===== config.mk =====
export PLATFORM = sky130hd
export DESIGN_NAME = lot_ctrl
export DESIGN_NICKNAME = d
export VERILOG_FILES = /design/src/hdl/lot_pkg.sv /design/src/hdl/lot_ctrl.sv
export SDC_FILE = /design/constraint.sdc
export NUM_CORES = 1
export LEC_CHECK = 0
export BUFFER_PORTS_ARGS = -buffer_cell sky130_fd_sc_hd__buf_2
export CAP_MARGIN = 20
export CORE_AREA = 2 2 39 41
export CTS_CLUSTER_SIZE = 16
export DETAILED_ROUTE_END_ITERATION = 8
export DIE_AREA = 0 0 41 43
export PLACE_DENSITY = 0.6
export SYNTH_ARGS = -nofsm -noshare
export SYNTH_HDL_FRONTEND = slang
export SYNTH_SLANG_ARGS = --single-unit

===== constraint.sdc =====
create_clock -name clk -period 1.46 [get_ports clk]
set_input_delay 0.073 -clock clk [delete_from_list [all_inputs] [get_ports clk]]
set_output_delay 0.073 -clock clk [all_outputs]
set_load 0.02 [all_outputs]

===== src/hdl/lot_pkg.sv =====
// package with shared constants, codes and control types of the lock tracker
`timescale 1ns / 1ps
package lot_pkg;

  localparam int CPU_COUNT_DEF   = 8;
  localparam int STACK_DEPTH_DEF = 16;

  localparam logic [2:0] REQ_ACQUIRE = 3'd0;
  localparam logic [2:0] REQ_RELEASE = 3'd1;
  localparam logic [2:0] REQ_GLOBAL  = 3'd2;
  localparam logic [2:0] REQ_NOTE    = 3'd3;
  localparam logic [2:0] REQ_CLEAR   = 3'd4;
  localparam logic [2:0] REQ_QUERY   = 3'd5;

  localparam logic [2:0] ST_OK        = 3'd0;
  localparam logic [2:0] ST_OVERFLOW  = 3'd1;
  localparam logic [2:0] ST_INVERSION = 3'd2;
  localparam logic [2:0] ST_EMPTY     = 3'd3;
  localparam logic [2:0] ST_ORDER     = 3'd4;

  typedef struct packed {
    logic capture;
    logic scan_start;
    logic scan_run;
    logic stk_rd;
    logic stk_eval;
    logic clr_run;
    logic out_load;
  } ctl_t;

  typedef struct packed {
    logic clr_done;
    logic go_stack;
    logic go_scan;
    logic scan_end;
  } sts_t;

endpackage


===== src/hdl/lot_ctrl.sv =====
// controller state machine and output handshake
`timescale 1ns / 1ps
module lot_ctrl
  import lot_pkg::*;
(
  input  logic clk,
  input  logic rst_n,
  input  logic in_valid,
  output logic in_ready,
  output logic out_valid,
  input  logic out_ready,
  input  sts_t sts,
  output ctl_t ctl
);

  typedef enum logic [2:0] {
    S_CLEAR, S_IDLE, S_DECODE, S_STK_RD, S_STK_EV, S_SCAN, S_FIN
  } state_t;

  state_t state_r, state_nxt;
  logic   out_valid_r, out_valid_nxt;

  assign in_ready  = (state_r == S_IDLE);
  assign out_valid = out_valid_r;

  always_comb begin
    state_nxt     = state_r;
    out_valid_nxt = out_valid_r && !out_ready;
    ctl           = '0;
    case (state_r)
      S_CLEAR: begin
        ctl.clr_run = 1'b1;
        if (sts.clr_done) begin
          state_nxt = S_IDLE;
        end
      end
      S_IDLE: begin
        if (in_valid) begin
          ctl.capture = 1'b1;
          state_nxt   = S_DECODE;
        end
      end
      S_DECODE: begin
        if (sts.go_stack) begin
          state_nxt = S_STK_RD;
        end else if (sts.go_scan) begin
          ctl.scan_start = 1'b1;
          state_nxt      = S_SCAN;
        end else begin
          state_nxt = S_FIN;
        end
      end
      S_STK_RD: begin
        ctl.stk_rd = 1'b1;
        state_nxt  = S_STK_EV;
      end
      S_STK_EV: begin
        ctl.stk_eval = 1'b1;
        state_nxt    = S_FIN;
      end
      S_SCAN: begin
        ctl.scan_run = 1'b1;
        if (sts.scan_end) begin
          state_nxt = S_FIN;
        end
      end
      S_FIN: begin
        if (!out_valid_r || out_ready) begin
          ctl.out_load  = 1'b1;
          out_valid_nxt = 1'b1;
          state_nxt     = S_IDLE;
        end
      end
      default: begin
        state_nxt = S_IDLE;
      end
    endcase
  end

  always_ff @(posedge clk) begin
    if (!rst_n) begin
      state_r     <= S_CLEAR;
      out_valid_r <= 1'b0;
    end else begin
      state_r     <= state_nxt;
      out_valid_r <= out_valid_nxt;
    end
  end

  assert property (@(posedge clk) disable iff (!rst_n)
    ctl.out_load |=> out_valid_r)
    else $error("result load without valid");

  assert property (@(posedge clk) disable iff (!rst_n)
    (in_valid && in_ready) |=> (state_r == S_DECODE))
    else $error("accepted transaction not decoded");

  assert property (@(posedge clk) disable iff (!rst_n)
    (state_r == S_STK_RD) |=> (state_r == S_STK_EV))
    else $error("stack read not followed by evaluation");

endmodule


==> impl_metrics.yaml, run 1 <==
worst_setup_path:
  path_max_fanout: 11
  crit_arrival_ps: 1280
  crit_path_start_kind: "register"
  critical-path-top-delay-family: "flip-flops"
  end_kind: "primary output"
  cpPeakStageDelay_ps: 420
  crit_path_cell_trace: "inv_1 -> nor3_2 -> and2_1 -> buf_2"
  crit_type: "register to primary output"
  path_buf_inv: 2
  cp_slowest_cell: "dfxtp_2"
  required_ps: 1390
timing:
  worstMarginPinSlew_ps: 354
  grt_setup_unrepaired: "no"
  fin_crit_sh_pct: 93.0
  tns_ps: 0
  fmax_mhz: 736
  finalCriticalPeriod_ps: 1360
  fin_ws_ps: 102
  drv_slew: 0
  hold_viol_final: 0
  skew_ps: 2.21
  hold_ws_ps: 109
  finalSetupViolCount: 0
  slew_headroom_pct: 76.4
pwr:
  powerDensity_nw_per_um2: 1210
  power_mw: 0.509
  total_leakage_power_nw: 0.193
  vdd_ir_drop_max_uv: 388
clock_network:
  post_cts_buffers: 0
  cts_tree: "done"
  clock-sinks: 4
  cts_root_buffer: "clkbuf_4"
  clock_latency_ps: 240
  cts_max_level: 1
  clk_pin_slew_ps: 40
  cts_buffers: 3
  cts_max_path_buffers: 2
drt:
  drt-wirelength-per-cell_um: 11.0
  via_count: 350
  drtPass1Iterations: 4
  drt_wl_total_um: 783
  drt_iter0_markers: 15
  drcViolationCount: 0
  vias_per_cell: 4.93
  ant_nets: 0
die:
  die_w_um: 41
  coreArea_um2: 1380
  fp-row-count: 14
  die_height_um: 43
  io_pins: 17
  die-area_um2: 1760
  start_util_pct: 23.7
final_layout:
  fin_cells: 71
  final_area_um2: 420
  areaGrowthSynthToFinish_pct: 28.2
  utilization_pct: 30.4
  drive_gt1_share_pct: 45.5
  nNetsFinal: 65
  diodes: 0
place:
  dp_hpwl_um: 590
  io_buffers: 16
  placed_cell_area_um2: 395
  dp_slack_ps: 142
  gp_congestion: 0.723
  dp_cells: 68
grt:
  grt-ovfl-total: 0
  grt_pass1_wl_um: 1190
  grt_start_max_net_pins: 17
  grt_pass1_vias: 299
  antenna_found_initial: 0
  grtUsageTotal_pct: 10.5
synth:
  syn_area_um2: 328
  yosysWarnings: 0
  syn_nets: 48
  ys_ff_latch: 4
  yosysUniqueCellTypes: 26
  postSynthCellCount: 40
  avgSynthCellArea_um2: 8.20
  yosysSeqAreaShare_pct: 24.4
status:
  status: "finished clean"
min_path:
  hold_path_class: "input port to register"
run:
  cap_violations: 0
-- cells in the final DEF (no fill, tap or decap), types with 2 or more instances in the layout --
| cell type | count |
|---|---|
| a21oi_1 | 3 |
| dfxtp_1 | 2 |
| inv_1 | 2 |
| and3_1 | 3 |
| nor3_1 | 3 |
| dfxtp_2 | 2 |
| nand3b_1 | 2 |
| clkbuf_4 | 3 |
| nor3b_1 | 2 |
| buf_2 | 16 |
-- synthesized netlist by cell type --
master	instances	area, um2
inv_1	2	7.51
nor3_1	3	15.0
a211oi_2	1	12.5
nand3b_1	2	15.0
dfxtp_1	4	80.1
and3_1	3	18.8
nor3b_1	2	15.0
o21ai_1	1	5.00
a31oi_1	1	6.26
nand2_1	1	3.75
nand2b_1	1	6.26
nand3_1	1	5.00
o31a_1	1	8.76
a32o_1	1	10.0
and2_1	1	6.26
nor2_1	1	3.75
a21boi_1	1	7.51
inv_2	1	3.75
buf_6	2	22.5
nor3_2	1	10.0
nor4_2	1	12.5
nor2b_1	1	6.26
o221a_1	1	11.3
buf_2	2	10.0
a21oi_1	3	15.0
mux2i_1	1	10.0
-- timing repair --
action                     CTS  global route
resized for setup            2             0
setup endpoints to repair    2             0
hold buffers                 0             0
hold endpoints to repair     0             0
-- flip-flops by register name, indices dropped and copies added, names as in the netlist --
name / cells
out_valid: 1
state_r: 3
-- logic make-up (layout without fill, tap and decap cells) --
kind of cell	count (synthesis)	after routing	share of synthesized area, %
multiplexers	1	1	3.05
buffers and inverters	7	22	13.4
flip-flops	4	4	24.4
AND/OR/NAND/NOR	18	18	35.9
AO/OA/AOI/OAI	10	10	23.3
-- power by group --
group	internal, mW	total (mW)	switching, mW
Sequential	0.129	0.179	0.0504
Clock	0.0921	0.141	0.0486
Combinational	0.0851	0.189	0.104
Total	0.306	0.509	0.203
-- final cells by class --
class                           instances  area [um2]
Inverter                                3        11.3
Sequential cell                         4        82.6
Tap cell                               16        20.0
Multi-Input combinational cell         29         204
Timing Repair Buffer                   16        80.1
Clock buffer                            3        22.5
Fill cell                             157         963
-- worst paths after layout --
check / from / end / slack, ps / cells after the start
max reg2reg: state_r[2]$_SDFFE_PN0P_ / state_r[0]$_SDFFE_PN0P_ / 330 / 3
min reg2reg: state_r[0]$_SDFFE_PN0P_ / state_r[0]$_SDFFE_PN0P_ / 580 / 2
max: state_r[0]$_SDFFE_PN0P_ / ctl[6] / 100 / 4
min: rst_n / state_r[2]$_SDFFE_PN0P_ / 110 / 2
-- metal layers --
layer | global-route usage (%) | part of all wire (%)
met5 | 0 | 0
met4 | 8.00 | 2.4
met3 | 4.71 | 7.4
met2 | 16.3 | 49
met1 | 10.3 | 41
Note: power is estimated with default switching activity, not from simulation.
==> run 2, diff against run 1 <==
PLACE_DENSITY = 0.61   (was 0.6)
clock period = 1.1 ns   (was 1.46 ns; I/O delays follow)
==> impl_metrics.yaml, run 2 (same netlist as run 1, synthesis figures left out) <==
status:
  status: "finished, violations left"
  violations: "negative setup slack"
worst_setup_path:
  crit_path_cell_trace: "buf_6 -> nand3b_1 -> nor2b_1 -> buf_4"
  crit_arrival_ps: 1150
  required_ps: 1040
  rr_endpoint: "state_r[0]$_SDFFE_PN0P_"
  end_kind: "primary output"
  reg2reg_slack_ps: -70
  timing.rr.start: "state_r[0]$_SDFFE_PN0P_"
  path_max_fanout: 4
  cp-endpoint: "ctl[0]"
  path_buf_inv: 2
  cp_slowest_cell: "dfxtp_4"
  reg2reg_depth: 4
  cpPeakStageDelay_ps: 350
  critical-path-top-delay-family: "flip-flops"
  crit_path_start_kind: "register"
  path_depth: 4
  crit_start: "state_r[0]$_SDFFE_PN0P_"
  crit_type: "register to primary output"
grt:
  grt_start_max_net_pins: 7
  grtUsageTotal_pct: 12.3
  grt-ovfl-total: 0
  antenna_found_initial: 0
  grt_pass1_vias: 366
  grt_pass1_wl_um: 1450
pwr:
  seq_power_share_pct: 24.2
  swShare_pct: 37.9
  p_sw_mw: 0.336
  powerDensity_nw_per_um2: 1540
  pwr-share-clk_pct: 21.8
  power_mw: 0.887
  p_int_mw: 0.550
  total_leakage_power_nw: 0.263
  p_comb_share_pct: 54.0
  vdd_ir_drop_max_uv: 544
run:
  cap_violations: 0
min_path:
  hold_path_class: "input port to register"
final_layout:
  final_area_um2: 574
  fin_cells: 82
  areaGrowthSynthToFinish_pct: 75.2
  regArea_um2: 91.3
  regMostFlops: "state_r"
  largest_reg_flops: 3
  drive_gt1_share_pct: 62.1
  fillers: 141
  mostFrequentLayoutCells: "11 x buf_2, 10 x buf_4, 6 x buf_6"
  diodes: 0
  multiInputGateArea_um2: 229
  final_common_cell: "buf_2"
  nNetsFinal: 76
clock_network:
  cts_max_path_buffers: 2
  cts_buffers: 3
  clock-sinks: 4
  cts_tree: "done"
  cts_max_level: 1
  clock_latency_ps: 240
  cts_hold_buffers: 0
  clk_pin_slew_ps: 40
  cts_root_buffer: "clkbuf_4"
timing:
  worstMarginPinSlew_ps: 228
  hold_viol_final: 0
  finalSetupViolCount: 4
  finalCriticalPeriod_ps: 1200
  slew_headroom_pct: 84.7
  fin_crit_sh_pct: 110
  fin_ws_ps: -105
  skew_ps: 0.104
  fmax_mhz: 830
  grt_setup_unrepaired: "yes"
  drv_slew: 0
  tns_ps: -302
die:
  die_w_um: 41
  die_height_um: 43
  coreArea_um2: 1380
  io_pins: 17
  start_util_pct: 23.7
  die-area_um2: 1760
  fp-row-count: 14
drt:
  drt-wirelength-per-cell_um: 12.1
  drt_wl_total_um: 994
  via_count: 405
  vias_per_cell: 4.94
  ant_nets: 0
  drt_iter0_markers: 10
  drtPass1Iterations: 4
  drcViolationCount: 0
place:
  placed_cell_area_um2: 442
  io_buffers: 16
  dp_hpwl_um: 635
  dp_cells: 73
  gp_congestion: 0.729
[run 2: worst min path at each step]
stage	from	end	slack, ps	cells past startpoint
2_1_floorplan	rst_n	state_r[2]$_SDFFE_PN0P_	200	1
3_5_place_dp	rst_n	state_r[1]$_SDFFE_PN0P_	360	2
3_3_place_gp	rst_n	out_valid$_SDFF_PN0_	360	2
6_report	rst_n	state_r[1]$_SDFFE_PN0P_	110	2
4_1_cts	rst_n	state_r[1]$_SDFFE_PN0P_	110	2
5_1_grt	rst_n	state_r[1]$_SDFFE_PN0P_	120	2
[run 2: metrics by stage]
step	setup WS (ps)	util [%]	hold slack, ps
after floorplan	-24.3	-	197
after global placement	-14.0	31.9	364
after detailed placement	-17.4	31.9	362
after CTS	-88.5	39.7	110
after global routing	-155	41.5	117
final	-105	41.5	112
[run 2: per-layer routing]
| layer | share of wire, % | track usage [%] |
|---|---|---|
| met1 | 40 | 13.4 |
| met5 | 0 | 0 |
| met4 | 0.80 | 8.00 |
| met2 | 54 | 20.6 |
| met3 | 5.4 | 1.57 |
[run 2: cell type report]
| type | count | share of cell area (%) |
|---|---|---|
| Multi-Input combinational cell | 29 | 39.9 |
| Timing Repair Buffer | 27 | 34.4 |
| Sequential cell | 4 | 15.9 |
| Clock buffer | 3 | 3.92 |
| Tap cell | 16 | 3.49 |
| Inverter | 3 | 2.40 |
[run 2: worst reg2reg max path, cell delays in order (launching register included)]
cell and delay (ps):
dfxtp_4 350, buf_6 120, buf_4 140, o31a_1 300, a211oi_2 180
[run 2: power by group through the flow]
| stage | clock [mW] | combinational, mW | sequential, mW |
|---|---|---|---|
| 2_1_floorplan | 0 | 0.280 | 0.177 |
| 3_3_place_gp | 0 | 0.340 | 0.214 |
| 3_5_place_dp | 0 | 0.340 | 0.215 |
| 4_1_cts | 0.193 | 0.444 | 0.212 |
| 5_1_grt | 0.202 | 0.505 | 0.219 |
| 6_report | 0.194 | 0.478 | 0.214 |
[run 2: repair_timing]
item,4_1_cts,5_1_grt
pin swaps,2,3
gates resized for setup,17,7
buffers inserted,6,0
endpoints found under the setup margin,9,11
==> run 3, diff against run 2 <==
--- a/config.mk
+++ b/config.mk
@@ -10,3 +10,3 @@
 export CORE_AREA = 2 2 39 41
-export CTS_CLUSTER_SIZE = 16
+export CTS_CLUSTER_SIZE = 14
 export DETAILED_ROUTE_END_ITERATION = 8
--- a/constraint.sdc
+++ b/constraint.sdc
@@ -3,2 +3,2 @@
 set_output_delay 0.055 -clock clk [all_outputs]
-set_load 0.02 [all_outputs]
+set_load 0.01 [all_outputs]
==> impl_metrics.yaml, run 3 (same netlist as run 1, synthesis figures left out) <==
status:
  status: "finished, violations left"
  violations: "negative setup slack"
worst_setup_path:
  crit_type: "register to primary output"
  required_ps: 1040
  crit_arrival_ps: 1100
  crit_path_start_kind: "register"
  path_max_fanout: 7
  end_kind: "primary output"
  reg2reg_depth: 4
pwr:
  p_sw_mw: 0.271
  p_comb_share_pct: 49.8
  powerDensity_nw_per_um2: 1460
  pwr-share-clk_pct: 22.9
  p_int_mw: 0.514
  seq_power_share_pct: 27.3
  power_mw: 0.785
  swShare_pct: 34.6
  vdd_ir_drop_max_uv: 630
  total_leakage_power_nw: 0.260
drt:
  ant_nets: 0
  drt_iter0_markers: 5
  drt_wl_total_um: 983
  via_count: 412
  drt-wirelength-per-cell_um: 12.0
  drcViolationCount: 0
  drtPass1Iterations: 4
  vias_per_cell: 5.02
timing:
  tns_ps: -85.4
  hold_viol_final: 0
  grt_setup_unrepaired: "yes"
  skew_ps: 3.81
  finalSetupViolCount: 4
  fin_crit_sh_pct: 105
  fin_ws_ps: -56.5
  fmax_mhz: 865
  worstMarginPinSlew_ps: 259
  finalCriticalPeriod_ps: 1160
  drv_slew: 0
  slew_headroom_pct: 82.6
final_layout:
  mostFrequentLayoutCells: "16 x buf_2, 6 x buf_4, 5 x buf_6"
  areaGrowthSynthToFinish_pct: 64.5
  diodes: 0
  drive_gt1_share_pct: 59.1
  utilization_pct: 39.0
  final_common_cell: "buf_2"
  largest_reg_flops: 3
  regMostFlops: "state_r"
  nNetsFinal: 76
grt:
  grt-ovfl-total: 0
  grt_pass1_wl_um: 1390
  met2_usage_pct: 19.7
  grt_start_max_net_pins: 11
  grt_use_met3_pct: 4.71
  grtUsageTotal_pct: 12.2
  grt-busiest-layer: "met2"
  antenna_found_initial: 0
  grt_pass1_vias: 346
  use_met1_pct: 12.2
clock_network:
  clock-sinks: 4
  clk_pin_slew_ps: 40
  clock_latency_ps: 230
  cts_root_buffer: "clkbuf_4"
  cts_max_path_buffers: 2
  cts_max_level: 1
  cts_tree: "done"
  cts_buffers: 3
die:
  die_w_um: 41
  fp-row-count: 14
  io_pins: 17
  coreArea_um2: 1380
  die_height_um: 43
  die-area_um2: 1760
  start_util_pct: 23.7
place:
  io_buffers: 16
  dp_hpwl_um: 635
  gp_congestion: 0.740
min_path:
  hold_path_class: "input port to register"
  holdPathStages: 2
run:
  cap_violations: 0
[run 3: cell counts in the layout (fill, tap and decap cells not counted)]
No cell type changed its count.
[run 3: area by class of cell]
cell class	count	area (um2)
Inverter	3	11.3
Multi-Input combinational cell	29	215
Timing Repair Buffer	27	181
Clock buffer	3	22.5
Fill cell	141	845
Sequential cell	4	88.8
Tap cell	16	20.0
[run 3: what timing repair did]
item | 4_1_cts | 5_1_grt
setup buffers | 6 | 1
endpoints found under the setup margin | 9 | 8
resized for setup | 9 | 4
hold buffers | 0 | 0
pin swaps | 2 | 2
[run 3: power by group through the flow]
| stage | Combinational (mW) | Clock (mW) | Sequential, mW |
|---|---|---|---|
| floorplan | 0.230 | 0 | 0.176 |
| global placement | 0.275 | 0 | 0.211 |
| detailed placement | 0.277 | 0 | 0.212 |
| CTS | 0.354 | 0.187 | 0.214 |
| global route | 0.418 | 0.199 | 0.218 |
| finish | 0.391 | 0.180 | 0.215 |
[run 3: final timing paths]
| kind | end | startpoint | slack [ps] |
|---|---|---|---|
| max | ctl[6] | state_r[2]$_SDFFE_PN0P_ | -60 |
| min | out_valid$_SDFF_PN0_ | rst_n | 120 |
| max reg2reg | state_r[0]$_SDFFE_PN0P_ | state_r[1]$_SDFFE_PN0P_ | -20 |
| min reg2reg | state_r[0]$_SDFFE_PN0P_ | state_r[0]$_SDFFE_PN0P_ | 560 |
[run 3: worst max-delay path: stages, from the launching register on]
cell and delay [ps]:
dfxtp_2 320, buf_6 130, nor3_4 170, and2_1 130
buf_2 120
[run 3: through the flow]
step / hold slack, ps / cells / cell area [um2] / setup slack [ps]
floorplan: 197 / 40 / 328 / 27.0
global placement: 365 / 72 / 425 / -6.66
detailed placement: 359 / 72 / 425 / -16.1
CTS: 111 / 81 / 515 / -84.9
global route: 116 / 82 / 539 / -102
finish: 123 / 82 / 539 / -56.5
[run 3: layer usage]
metal	up-vias	wire length, um
met5	-	0
met4	0	6
met3	2	49
met2	10	528
met1	196	398
li1	204	-
